## src/hdl/patg_pkg.sv

```systemverilog
`timescale 1ns / 1ps

package patg_pkg;

  localparam int DEFAULT_SLOTS = 5;
  localparam int KEY_W = 8;
  localparam int RND_W = 15;
  localparam int PER_W = 8;
  localparam int DIV_W = 7;
  localparam int BITCNT_W = 4;
  localparam int KEY_ON_BIT = 7;
  localparam int KEY_HIGH_BIT = 6;
  localparam logic [PER_W-1:0] NOISE_MAX_PERIOD = 8'd9;
  localparam logic [PER_W-1:0] VOLUME_RESET = 8'd255;

  localparam logic [1:0] CMD_KEY = 2'd0;
  localparam logic [1:0] CMD_CLEAR = 2'd1;
  localparam logic [1:0] CMD_STEP = 2'd2;
  localparam logic [1:0] CMD_TONE = 2'd3;

  typedef struct packed {
    logic [1:0] cmd;
    logic [KEY_W-1:0] key_byte;
    logic [RND_W-1:0] random_value;
  } in_word_t;

  typedef struct packed {
    logic [7:0] drive_level;
    logic [PER_W-1:0] active_period;
    logic [2:0] active_slot;
    logic [7:0] noise_period;
  } out_word_t;

  typedef enum logic [3:0] {
    ST_IDLE,
    ST_KEY_SCAN,
    ST_CLR_SCAN,
    ST_STEP_SCAN,
    ST_MOD_SEED,
    ST_MOD_ITER,
    ST_NOISE_ADD,
    ST_TONE,
    ST_FIN
  } state_t;

  function automatic logic [PER_W-1:0] period_rom(input logic [5:0] key);
    logic [PER_W-1:0] p;
    case (key)
      6'd0: p = 8'd254;   6'd1: p = 8'd239;   6'd2: p = 8'd226;   6'd3: p = 8'd213;
      6'd4: p = 8'd201;   6'd5: p = 8'd190;   6'd6: p = 8'd179;   6'd7: p = 8'd169;
      6'd8: p = 8'd160;   6'd9: p = 8'd151;   6'd10: p = 8'd142;  6'd11: p = 8'd134;
      6'd12: p = 8'd127;  6'd13: p = 8'd119;  6'd14: p = 8'd113;  6'd15: p = 8'd106;
      6'd16: p = 8'd100;  6'd17: p = 8'd95;   6'd18: p = 8'd89;   6'd19: p = 8'd84;
      6'd20: p = 8'd80;   6'd21: p = 8'd75;   6'd22: p = 8'd71;   6'd23: p = 8'd67;
      6'd24: p = 8'd63;   6'd25: p = 8'd59;   6'd26: p = 8'd56;   6'd27: p = 8'd53;
      6'd28: p = 8'd50;   6'd29: p = 8'd47;   6'd30: p = 8'd44;   6'd31: p = 8'd42;
      6'd32: p = 8'd40;   6'd33: p = 8'd37;   6'd34: p = 8'd35;   6'd35: p = 8'd33;
      6'd36: p = 8'd31;   6'd37: p = 8'd29;   6'd38: p = 8'd28;   6'd39: p = 8'd26;
      6'd40: p = 8'd25;   6'd41: p = 8'd23;   6'd42: p = 8'd22;   6'd43: p = 8'd21;
      6'd44: p = 8'd19;   6'd45: p = 8'd18;   6'd46: p = 8'd17;   6'd47: p = 8'd16;
      6'd48: p = 8'd15;   6'd49: p = 8'd14;   6'd50: p = 8'd14;   6'd51: p = 8'd13;
      6'd52: p = 8'd12;   6'd53: p = 8'd11;   6'd54: p = 8'd11;   6'd55: p = 8'd9;
      6'd56: p = 8'd8;    6'd57: p = 8'd7;    6'd58: p = 8'd6;    6'd59: p = 8'd5;
      6'd60: p = 8'd4;    6'd61: p = 8'd3;    6'd62: p = 8'd2;    6'd63: p = 8'd1;
      default: p = 8'd0;
    endcase
    return p;
  endfunction

endpackage

```

## src/hdl/patg_slot_file.sv

```systemverilog
`timescale 1ns / 1ps

module patg_slot_file #(
  parameter int SLOTS = patg_pkg::DEFAULT_SLOTS,
  parameter int SLOT_W = (SLOTS > 1) ? $clog2(SLOTS) : 1
) (
  input  logic                           clk,
  input  logic                           rst,
  input  logic                           we,
  input  logic [SLOT_W-1:0]              waddr,
  input  logic [patg_pkg::PER_W-1:0]     wdata,
  input  logic [SLOT_W-1:0]              raddr,
  output logic [patg_pkg::PER_W-1:0]     rdata
);

  logic [patg_pkg::PER_W-1:0] slots [SLOTS];

  always_ff @(posedge clk) begin
    if (rst) begin
      for (int i = 0; i < SLOTS; i++) begin
        slots[i] <= '0;
      end
    end else if (we) begin
      slots[waddr] <= wdata;
    end
  end

  assign rdata = slots[raddr];

endmodule

```

## src/hdl/polyphonic_arpeggio_tone_generator.sv

```systemverilog
`timescale 1ns / 1ps

// Channel  Signals                          Width  Direction
// in       in_valid, in_ready, in_data      25     into the block
// out      out_valid, out_ready, out_data   27     out of the block
// cfg      cfg_valid, cfg_ready, cfg_data   8      into the block
//
// A step tick searches the slots for the next active one, then runs the
// bit-serial modulo and the final add when the new period is 1 to 9.
// Reset empties all slots and sets the volume to 255.
// A finished word waits in the output register; a new word is accepted meanwhile.

module polyphonic_arpeggio_tone_generator #(
  parameter int SLOTS = patg_pkg::DEFAULT_SLOTS
) (
  input  logic                 clk,
  input  logic                 rst,
  input  logic                 in_valid,
  output logic                 in_ready,
  input  patg_pkg::in_word_t   in_data,
  output logic                 out_valid,
  input  logic                 out_ready,
  output patg_pkg::out_word_t  out_data,
  input  logic                 cfg_valid,
  output logic                 cfg_ready,
  input  logic [7:0]           cfg_data
);

  localparam int SLOT_W = (SLOTS > 1) ? $clog2(SLOTS) : 1;
  localparam logic [SLOT_W-1:0] LAST_SLOT = SLOT_W'(SLOTS - 1);

  patg_pkg::state_t state, state_next;

  logic [SLOT_W-1:0] idx, idx_next;
  logic [SLOT_W-1:0] off_cnt, off_cnt_next;
  logic [patg_pkg::BITCNT_W-1:0] bit_cnt, bit_cnt_next;
  logic [patg_pkg::PER_W-1:0] period, period_next;
  logic [patg_pkg::DIV_W-1:0] div, div_next;
  logic [patg_pkg::PER_W-1:0] rem, rem_next;
  logic [patg_pkg::RND_W-1:0] rnd, rnd_next;
  logic key_on, key_on_next;
  logic [SLOT_W-1:0] cur_slot, cur_slot_next;
  logic [7:0] noise_len, noise_len_next;
  logic [7:0] tone_counter, tone_counter_next;
  logic [7:0] drive_reg, drive_reg_next;
  logic [7:0] volume;
  logic out_valid_next;
  patg_pkg::out_word_t out_data_next;

  logic slot_we;
  logic [SLOT_W-1:0] slot_waddr;
  logic [patg_pkg::PER_W-1:0] slot_wdata;
  logic [SLOT_W-1:0] slot_raddr;
  logic [patg_pkg::PER_W-1:0] slot_rdata;

  logic [patg_pkg::PER_W-1:0] trial;
  logic [7:0] tone_inc;

  patg_slot_file #(
    .SLOTS  (SLOTS),
    .SLOT_W (SLOT_W)
  ) u_slots (
    .clk   (clk),
    .rst   (rst),
    .we    (slot_we),
    .waddr (slot_waddr),
    .wdata (slot_wdata),
    .raddr (slot_raddr),
    .rdata (slot_rdata)
  );

  assign cfg_ready = !rst;

  always_ff @(posedge clk) begin
    if (rst) begin
      volume <= patg_pkg::VOLUME_RESET;
    end else if (cfg_valid) begin
      volume <= cfg_data;
    end
  end

  always_ff @(posedge clk) begin
    if (rst) begin
      state <= patg_pkg::ST_IDLE;
      cur_slot <= '0;
      noise_len <= '0;
      tone_counter <= '0;
      drive_reg <= '0;
      out_valid <= 1'b0;
    end else begin
      state <= state_next;
      cur_slot <= cur_slot_next;
      noise_len <= noise_len_next;
      tone_counter <= tone_counter_next;
      drive_reg <= drive_reg_next;
      out_valid <= out_valid_next;
    end
  end

  always_ff @(posedge clk) begin
    idx <= idx_next;
    off_cnt <= off_cnt_next;
    bit_cnt <= bit_cnt_next;
    period <= period_next;
    div <= div_next;
    rem <= rem_next;
    rnd <= rnd_next;
    key_on <= key_on_next;
    out_data <= out_data_next;
  end

  always_comb begin
    trial = {rem[patg_pkg::DIV_W-1:0], rnd[patg_pkg::RND_W-1]};
    tone_inc = tone_counter + 8'd1;
  end

  always_comb begin
    state_next = state;
    idx_next = idx;
    off_cnt_next = off_cnt;
    bit_cnt_next = bit_cnt;
    period_next = period;
    div_next = div;
    rem_next = rem;
    rnd_next = rnd;
    key_on_next = key_on;
    cur_slot_next = cur_slot;
    noise_len_next = noise_len;
    tone_counter_next = tone_counter;
    drive_reg_next = drive_reg;
    out_valid_next = out_valid && !out_ready;
    out_data_next = out_data;
    in_ready = 1'b0;
    slot_we = 1'b0;
    slot_waddr = idx;
    slot_wdata = '0;
    slot_raddr = cur_slot;

    case (state)
      patg_pkg::ST_IDLE: begin
        in_ready = !rst;
        if (in_valid) begin
          idx_next = '0;
          rnd_next = in_data.random_value;
          key_on_next = in_data.key_byte[patg_pkg::KEY_ON_BIT];
          period_next = patg_pkg::period_rom(in_data.key_byte[5:0]);
          case (in_data.cmd)
            patg_pkg::CMD_KEY: begin
              if (in_data.key_byte[patg_pkg::KEY_HIGH_BIT]) begin
                state_next = patg_pkg::ST_FIN;
              end else begin
                state_next = patg_pkg::ST_KEY_SCAN;
              end
            end
            patg_pkg::CMD_CLEAR: state_next = patg_pkg::ST_CLR_SCAN;
            patg_pkg::CMD_STEP: begin
              idx_next = (cur_slot == LAST_SLOT) ? '0 : cur_slot + 1'b1;
              off_cnt_next = SLOT_W'(1);
              state_next = patg_pkg::ST_STEP_SCAN;
            end
            default: state_next = patg_pkg::ST_TONE;
          endcase
        end
      end

      patg_pkg::ST_KEY_SCAN: begin
        slot_raddr = idx;
        slot_wdata = key_on ? period : '0;
        if (key_on && slot_rdata == '0) begin
          slot_we = 1'b1;
          state_next = patg_pkg::ST_FIN;
        end else begin
          slot_we = !key_on && slot_rdata == period;
          if (idx == LAST_SLOT) begin
            state_next = patg_pkg::ST_FIN;
          end else begin
            idx_next = idx + 1'b1;
          end
        end
      end

      patg_pkg::ST_CLR_SCAN: begin
        slot_we = 1'b1;
        if (idx == LAST_SLOT) begin
          state_next = patg_pkg::ST_FIN;
        end else begin
          idx_next = idx + 1'b1;
        end
      end

      patg_pkg::ST_STEP_SCAN: begin
        slot_raddr = idx;
        if (slot_rdata != '0) begin
          cur_slot_next = idx;
          state_next = patg_pkg::ST_MOD_SEED;
        end else if (off_cnt == LAST_SLOT) begin
          state_next = patg_pkg::ST_MOD_SEED;
        end else begin
          idx_next = (idx == LAST_SLOT) ? '0 : idx + 1'b1;
          off_cnt_next = off_cnt + 1'b1;
        end
      end

      patg_pkg::ST_MOD_SEED: begin
        period_next = slot_rdata;
        rem_next = '0;
        bit_cnt_next = '0;
        div_next = patg_pkg::DIV_W'(slot_rdata[3:0] * 7'd10);
        if (slot_rdata != '0 && slot_rdata <= patg_pkg::NOISE_MAX_PERIOD) begin
          state_next = patg_pkg::ST_MOD_ITER;
        end else begin
          noise_len_next = '0;
          state_next = patg_pkg::ST_FIN;
        end
      end

      patg_pkg::ST_MOD_ITER: begin
        rnd_next = {rnd[patg_pkg::RND_W-2:0], 1'b0};
        rem_next = (trial >= {1'b0, div}) ? trial - {1'b0, div} : trial;
        bit_cnt_next = bit_cnt + 1'b1;
        if (bit_cnt == patg_pkg::BITCNT_W'(patg_pkg::RND_W - 1)) begin
          state_next = patg_pkg::ST_NOISE_ADD;
        end
      end

      patg_pkg::ST_NOISE_ADD: begin
        noise_len_next = rem + 8'(period[3:0] * 8'd18);
        state_next = patg_pkg::ST_FIN;
      end

      patg_pkg::ST_TONE: begin
        if (noise_len == '0) begin
          if (tone_counter >= slot_rdata) begin
            tone_counter_next = '0;
            drive_reg_next = '0;
          end else begin
            tone_counter_next = tone_inc;
            drive_reg_next = (slot_rdata != '0) ? volume : '0;
          end
        end else begin
          if (tone_inc >= noise_len) begin
            tone_counter_next = '0;
            drive_reg_next = '0;
          end else begin
            tone_counter_next = tone_inc;
            drive_reg_next = volume;
          end
        end
        state_next = patg_pkg::ST_FIN;
      end

      patg_pkg::ST_FIN: begin
        if (!out_valid || out_ready) begin
          out_valid_next = 1'b1;
          out_data_next.drive_level = drive_reg;
          out_data_next.active_period = slot_rdata;
          out_data_next.active_slot = 3'(cur_slot);
          out_data_next.noise_period = noise_len;
          state_next = patg_pkg::ST_IDLE;
        end
      end

      default: state_next = patg_pkg::ST_IDLE;
    endcase
  end

`ifndef NO_ASSERTIONS
  a_busy_after_accept: assert property (@(posedge clk) disable iff (rst)
    in_valid && in_ready |=> !in_ready)
    else $error("block took a second word while busy");

  a_noise_range: assert property (@(posedge clk) disable iff (rst)
    noise_len != '0 |-> noise_len >= 8'd18 && noise_len <= 8'd251)
    else $error("noise period out of range");

  a_slot_range: assert property (@(posedge clk) disable iff (rst)
    cur_slot <= LAST_SLOT)
    else $error("selected slot beyond the table");

  a_rem_below_div: assert property (@(posedge clk) disable iff (rst)
    state == patg_pkg::ST_MOD_ITER |-> rem < {1'b0, div})
    else $error("modulo remainder not below divisor");
`endif

endmodule
```

## config.mk

```make
export PLATFORM = sky130hd
export DESIGN_NAME = polyphonic_arpeggio_tone_generator
export DESIGN_NICKNAME = d
export VERILOG_FILES = /design/src/hdl/patg_pkg.sv /design/src/hdl/patg_slot_file.sv /design/src/hdl/polyphonic_arpeggio_tone_generator.sv
export SDC_FILE = /design/constraint.sdc
export NUM_CORES = 1
export LEC_CHECK = 0
export BUFFER_PORTS_ARGS = -buffer_cell sky130_fd_sc_hd__buf_2
export CORE_ASPECT_RATIO = 0.7
export CORE_UTILIZATION = 55
export CTS_BUF_LIST = sky130_fd_sc_hd__clkbuf_8
export DETAILED_ROUTE_END_ITERATION = 6
export GPL_ROUTABILITY_DRIVEN = 1
export PLACE_DENSITY = 0.74
export SYNTH_ARGS = -nofsm -noshare
export SYNTH_HDL_FRONTEND = slang
export SYNTH_HIERARCHICAL = 1
export SYNTH_SLANG_ARGS = --single-unit
```

## constraint.sdc

```tcl
create_clock -name clk -period 11.5 [get_ports clk]
set_input_delay 0.575 -clock clk [delete_from_list [all_inputs] [get_ports clk]]
set_output_delay 0.575 -clock clk [all_outputs]
set_load 0.02 [all_outputs]
```

==> impl_metrics.ini, run 1 <==
[worst_hold_path]
min_to = volume[5]
min_from = cfg_data[5]
hp-class = input pin to register
min_path_cells = 3

[placed_design]
dpl.cell_count = 1091
gp_congestion = 0.9294
dpl.hpwl_um = 16260
io_buffers = 67

[power]
p_int_w = 0.001264
pwr-share-comb = 0.341
p_leak_nw = 3.858
clockPowerShare = 0.215
switching_share = 0.3782
p_seq_frac = 0.444
p_per_area_nw_per_um2 = 197.6
vdd_ir_drop_max_mv = 0.08246
p_switching_w = 0.0007686

[synth]
synth_compound_area_frac = 0.1078
postSynthCellCount = 839
yosysWarnings = 6
synthArstFlopShare = 0
synthAdderAreaFrac = 0.07250
synth_edf_count = 139
synthesis.area_sq_um = 9458
avgSynthCellArea_sq_um = 11.27
muxShareOfSynthArea = 0.07210
ys_seq_elements = 179
yosys.area_share.xor_xnor = 0.02593
synthesis.nets = 930
ys_seq_area_frac = 0.5260
ys_types = 72
yosys.area_share.simple = 0.1548
synthFlopType = edfxtp_1
synth_top_family_by_area = simple AND/OR/NAND/NOR gates

[worst_setup_path]
reg2reg_slack_ns = 6.27
critPathRequiredTime_ns = 11.60
cp.arrival_ns = 5.33
r2r-start = state[2]
crit_path_end_kind = register
crit_fanout = 28
r2r-end = u_slots/slots[1][1]
worstSetupStartpointType = register
critical_path_class = register to register
worstRegToRegCells = 11

[layout]
largest_register_ffs = 64
drive_gt1_frac = 0.1459
reg_top3 = u_slots/slots x64, out_data x27, rnd x15
max_flop_register = u_slots/slots
stdcell_count = 1123
syn_to_final_growth_pct = 8.718
fillCellCount = 1340
layout.nets = 976
diodes = 0
utilization = 0.6216

[detailed_routing]
drt_wl_total_um = 22220
ant_nets = 0
firstDrtPassIters = 5
viasPerCell = 5.981
post-route-drc-count = 0
via_count = 6717
wl_per_cell_um = 19.79
drtIter0Drc = 782

[timing]
skew_ns = 0.01454
fin_crit_ns = 5.230
relSlewSlack = 0.1872
finalSetupViolations = 0
setup_tns_ns = 0
period_share = 0.4548
tightestPinTransition_ns = 1.207
final-max-slew-violation-count = 0
finalHoldViolCount = 0
fmax_mhz = 191.2
grt_setup_unrepaired = false

[floorplan]
core_area_sq_um = 16540
die_w_um = 158.7
ios = 68
design.die.area_sq_um = 17730
start_util = 0.5717
die_h_um = 111.7
row_count = 39

[run_status]
status = finished, final reports clean

[grt]
grt_pass1_wl_um = 34620
grt_pass1_vias = 6119
antenna_found_initial = 0
grt_max_degree = 35
grt.overflow.total = 0
grt_usage = 0.2603

[clocking]
cts_tree = yes
cts_hold_buf = 0
path_clk_slew_ns = 0.10
cts_root_buffer = clkbuf_8
cts_buffer_depth = 2
cts_max_level = 4
cts_made_buffers = 17
clock-sinks = 179
clk_latency_ns = 0.48
cts_setup_buffers = 0
cts_resized = 0

[run]
maxCapViolations = 0
-- cell usage in the layout, fill, tap and decap left out, types with 4 or more instances in the layout --
| master | synthesis | layout |
|---|---|---|
| mux4_1 | 15 | 15 |
| and2_1 | 15 | 15 |
| mux2i_1 | 13 | 13 |
| o21bai_1 | 5 | 5 |
| nor2b_1 | 12 | 11 |
| xor2_1 | 10 | 10 |
| ha_1 | 50 | 50 |
| and3_1 | 4 | 4 |
| xnor2_1 | 18 | 18 |
| o21a_1 | 8 | 8 |
| o21ai_0 | 39 | 38 |
| nand2_1 | 96 | 96 |
| nor2_1 | 41 | 41 |
| nand3b_1 | 4 | 4 |
| a21oi_1 | 48 | 48 |
| dfxtp_1 | 40 | 40 |
| clkbuf_8 | 0 | 17 |
| nand2b_1 | 6 | 6 |
| a22o_1 | 8 | 8 |
| inv_1 | 47 | 47 |
| mux2_2 | 10 | 10 |
| nor3_1 | 53 | 53 |
| nand4_1 | 7 | 7 |
| buf_2 | 17 | 67 |
| o211ai_1 | 5 | 5 |
| inv_8 | 0 | 5 |
| edfxtp_1 | 139 | 139 |
| a211oi_1 | 8 | 8 |
| nand3_1 | 27 | 27 |
| inv_6 | 0 | 5 |
-- metrics by stage --
stage | power [W] | worst slack (ns) | area (sq um) | hold WS (ns)
4_1_cts | 0.002027 | 6.364 | 10280 | 0.2779
6_report | 0.002032 | 6.270 | 10280 | 0.3046
5_1_grt | 0.002138 | 5.958 | 10280 | 0.2996
3_3_place_gp | 0.001576 | 6.690 | 9893 | 0.4126
3_5_place_dp | 0.001593 | 6.420 | 9893 | 0.4187
2_1_floorplan | 0.001416 | 7.041 | 9458 | 0.4091
-- cell usage after synthesis (5+ instances only) --
cell type,instances,share of area
edfxtp_1,139,0.44
nand2_1,96,0.038
nor3_1,53,0.028
ha_1,50,0.066
a21oi_1,48,0.025
inv_1,47,0.019
nor2_1,41,0.016
dfxtp_1,40,0.085
o21ai_0,39,0.021
nand3_1,27,0.014
clkbuf_1,20,0.0079
xnor2_1,18,0.017
buf_2,17,0.0090
and2_1,15,0.0099
mux4_1,15,0.042
mux2i_1,13,0.014
nor2b_1,12,0.0079
mux2_2,10,0.012
xor2_1,10,0.0093
a211oi_1,8,0.0064
a22o_1,8,0.0074
o21a_1,8,0.0064
nand4_1,7,0.0046
nand2b_1,6,0.0040
o211ai_1,5,0.0040
o21bai_1,5,0.0040
-- power by group through the flow --
| stage | clock network (W) | logic, W | registers (W) |
|---|---|---|---|
| floorplan | 0 | 0.000524 | 0.000892 |
| global route | 0.000466 | 0.000758 | 0.000913 |
| finish | 0.000437 | 0.000693 | 0.000903 |
| detailed placement | 0 | 0.000679 | 0.000914 |
| CTS | 0.000443 | 0.000684 | 0.000901 |
| global placement | 0 | 0.000663 | 0.000913 |
-- cell type report --
class	count	area (sq um)	share of cell area
tap	225	281.5	0.02738
inverter	48	180.2	0.01752
sequential	179	4975	0.4838
clock buffer	17	234.0	0.02275
clock inverter	15	155.1	0.01509
multi-input combinational	569	4099	0.3986
timing repair buffer	70	357.8	0.03480
-- logic make-up after synthesis --
| kind of cell | Yosys count |
|---|---|
| AND/OR/NAND/NOR | 290 |
| flip-flops | 179 |
| AO/OA/AOI/OAI | 158 |
| buffers and inverters | 91 |
| adder cells (fa/ha/maj) | 53 |
| multiplexers | 40 |
| XOR/XNOR | 28 |
-- per-layer routing --
metal,vias up,track usage,wire length [um]
li1,3188,-,-
met1,3162,0.3976,10160
met2,339,0.3515,9022
met3,28,0.06967,2657
met4,0,0.09385,383
met5,-,0,0
-- worst max-delay path: stages (launching register included) --
cell and delay, ns:
dfxtp_1 0.39, nor2_1 0.33, nand2_1 0.19, o21ai_0 0.98, mux2_2 0.53, nor4_4 0.45
nand3_1 0.17, o41ai_1 0.09, a21oi_1 0.11, nor2_1 0.14, or3b_2 0.72, o21bai_1 0.75
-- how the worst max path moves through the flow --
stage                     depth (start not counted)  startpoint                   to  slack (ns)
after floorplan                                  16    state[2]  u_slots/slots[1][0]        7.04
after global placement                           11    state[2]  u_slots/slots[0][1]        6.69
after detailed placement                         11    state[2]  u_slots/slots[1][1]        6.42
after CTS                                        11    state[2]  u_slots/slots[1][1]        6.36
after global routing                             11    state[3]  u_slots/slots[2][3]        5.96
final                                            11    state[2]  u_slots/slots[1][1]        6.27
Power figures use the tool's default switching activity.
==> run 2: changes to the inputs <==
--- a/config.mk
+++ b/config.mk
@@ -5,6 +5,7 @@
 export SDC_FILE = /design/constraint.sdc
 export NUM_CORES = 1
 export LEC_CHECK = 0
+export ABC_AREA = 1
 export BUFFER_PORTS_ARGS = -buffer_cell sky130_fd_sc_hd__buf_2
 export CORE_ASPECT_RATIO = 0.7
 export CORE_UTILIZATION = 55
==> constraint.sdc (replaced) <==
create_clock -name clk -period 5.25 [get_ports clk]
set_input_delay 0.2625 -clock clk [delete_from_list [all_inputs] [get_ports clk]]
set_output_delay 0.2625 -clock clk [all_outputs]
set_load 0.02 [all_outputs]
==> run 2 against run 1 <==
Highest routed layer unchanged. Synthesized cell count up 36%. Die area up 3.1%. Combinational power up 130%. Largest power group unchanged. Power up 120%. Sequential share of layout area down 1.8 points. Via count up 16%. Non-clock buffer count up 5. Synthesized area up 3.1%. Maximum frequency up 18%. Worst hold slack worse by 0.27 ns.
==> impl_metrics.ini, run 2 <==
[layout]
layout.nets = 1294
largest_register_ffs = 64
fillCellCount = 1462
multi_input_area_sq_um = 3908
mostFrequentLayoutCell = nand2_1
seqCellArea_sq_um = 4975
drive_gt1_frac = 0.1291
stdcell_count = 1447
utilization = 0.6186
syn_to_final_growth_pct = 9.492
max_flop_register = u_slots/slots
reg_top3 = u_slots/slots x64, out_data x27, rnd x15
diodes = 0
layout_common_cells = 285 x nand2_1, 171 x inv_1, 139 x edfxtp_1

[detailed_routing]
viasPerCell = 5.372
drt_wl_total_um = 22630
via_count = 7773
post-route-drc-count = 0
wl_per_cell_um = 15.64
ant_nets = 0
firstDrtPassIters = 6
drtIter0Drc = 733

[clocking]
cts_resized = 0
cts_buffer_depth = 2
cts_max_level = 4
cts_made_buffers = 17
cts_root_buffer = clkbuf_8
clk_latency_ns = 0.48
cts_hold_buf = 3
cts_setup_buffers = 0
clock-sinks = 179
cts_tree = yes
path_clk_slew_ns = 0.10

[placed_design]
dpl.hpwl_um = 16940
io_buffers = 67
gp_congestion = 0.9545
dpl.cell_count = 1411

[worst_setup_path]
r2r-start = state[2]
cpMaxStageDelayCell = nor2_1
cp.arrival_ns = 4.53
cp_common_cell = nand2_1
worstRegToRegCells = 18
critPathRequiredTime_ns = 5.35
reg2reg_slack_ns = 0.82
crit_buf_inv = 3
crit_fanout = 24
critical-path-top-delay-family = simple AND/OR/NAND/NOR gates
crit_path_max_incr_delay_ns = 0.65
critical_path_class = register to register
worstSetupStartpointType = register
r2r-end = u_slots/slots[5][7]
crit_path_end_kind = register
crit_chain = nor2_2, nand2_1, o21ai_2, buf_4, nand2_1, nand3_1, nand2_1, nand2_1, nand2_1, inv_1, nand4_1, nor2_2, a21oi_1, a21boi_0, nand2_4, nor2_4, inv_1, nor2_1

[floorplan]
core_area_sq_um = 17270
ios = 68
die_h_um = 113.4
row_count = 40
design.die.area_sq_um = 18280
start_util = 0.5649
die_w_um = 161.2

[power]
p_total_w = 0.004493
vdd_ir_drop_max_mv = 0.2349
p_per_area_nw_per_um2 = 420.7
p_leak_nw = 4.728

[worst_hold_path]
min_from = cfg_data[3]
hp-class = input pin to register
min_path_cells = 3
min_to = volume[3]

[synth]
yosysMostFrequentCell = nand2_1
synthArstFlopShare = 0
synth_top_family_by_area = simple AND/OR/NAND/NOR gates
synthesis.nets = 1228
synth_top_area_frac = 0.4279
synth.area.top_cells = edfxtp_1 43%, nand2_1 11%, dfxtp_1 8.2%, inv_1 6.6%, ha_1 6.4%
synth_compound_area_frac = 0.08607
synthAdderAreaFrac = 0.07029
yosys.area_share.xor_xnor = 0.01706
synthFlopType = edfxtp_1
muxShareOfSynthArea = 0.001154
synthesis.area_sq_um = 9754
avgSynthCellArea_sq_um = 8.579
ys_seq_area_frac = 0.5100
postSynthCellCount = 1137
post-synth-top-area-cell = edfxtp_1
ys_types = 47
netlist_top_cells_count = 285 x nand2_1, 171 x inv_1, 139 x edfxtp_1
synth_edf_count = 139
ys_seq_elements = 179
yosys.area_share.simple = 0.2245
yosysWarnings = 6

[timing]
final-max-slew-violation-count = 0
finalHoldViolCount = 0
skew_ns = 0.01345
setup_tns_ns = 0
fin_crit_ns = 4.434
period_share = 0.8445
tightestPinTransition_ns = 1.096
relSlewSlack = 0.2664
hold_ws_ns = 0.03083
fmax_mhz = 225.5
finalSetupViolations = 0
grt_setup_unrepaired = false

[grt]
antenna_found_initial = 0
grt.overflow.total = 0
grt_pass1_wl_um = 36550
grt_max_degree = 40
grt_pass1_vias = 7128
grt_usage = 0.2588

[run]
maxCapViolations = 0

[run_status]
status = finished, final reports clean
## run 2: cell count changes after synthesis, moves of 13 or more
cell     change
nand2_2     +14
mux2i_1     -13
inv_1      +124
nor3_1      -45
inv_2       +16
a21oi_1     +19
mux4_1      -15
and2_1      -15
nand2_1    +189
nand3_1     +31
nor2_1      +75
## run 2: kinds of logic (layout without fill, tap and decap cells)
logic type               after synthesis  after routing
adder cells (fa/ha/maj)               53             53
buffers and inverters                216            295
XOR/XNOR                              19             19
AO/OA/AOI/OAI                        152            152
flip-flops                           179            179
AND/OR/NAND/NOR                      517            517
multiplexers                           1              1
## run 2: per-layer routing
metal,wire length [um],track usage
met2,9336,0.3681
met3,1874,0.05745
met4,155,0.05346
met1,11260,0.4022
met5,0,0
## run 2: report_power, final
group	internal, W	total [W]	switching, W	leakage [nW]
Combinational	0.000491	0.00159	0.00110	2.86
Sequential	0.00179	0.00193	0.000141	1.67
Clock	0.000400	0.000968	0.000568	0.199
## run 2: area by class of cell
| class | instances | share of cell area |
|---|---|---|
| clock inverter | 15 | 0.01511 |
| clock buffer | 17 | 0.02191 |
| sequential | 179 | 0.4658 |
| inverter | 188 | 0.06654 |
| tap | 231 | 0.02706 |
| timing repair buffer | 75 | 0.03772 |
| multi-input combinational | 742 | 0.3659 |
## run 2: worst register-to-register path, stage by stage, from the launching register on
cell and delay, ns:
dfxtp_1 0.34, nor2_2 0.22, nand2_1 0.18, o21ai_2 0.48, buf_4 0.36, nand2_1 0.11, nand3_1 0.08, nand2_1 0.05
nand2_1 0.05, nand2_1 0.15, inv_1 0.18, nand4_1 0.17, nor2_2 0.29, a21oi_1 0.10, a21boi_0 0.32, nand2_4 0.12
nor2_4 0.14, inv_1 0.07, nor2_1 0.65
## run 2: worst max path at each step
stage	startpoint	end	slack [ns]	cells after the start
2_1_floorplan	state[2]	u_slots/slots[6][0]	1.81	17
3_3_place_gp	state[2]	u_slots/slots[5][1]	1.10	18
3_5_place_dp	state[2]	u_slots/slots[5][7]	0.89	18
4_1_cts	state[2]	u_slots/slots[5][2]	0.87	18
5_1_grt	state[2]	u_slots/slots[5][2]	0.40	18
6_report	state[2]	u_slots/slots[5][7]	0.82	18
## run 2: metrics by stage
step	cell area, sq um	setup WS [ns]
final	10680	0.8162
after global routing	10680	0.4032
after CTS	10670	0.8686
after detailed placement	10250	0.8882
after global placement	10250	1.097
after floorplan	9754	1.808
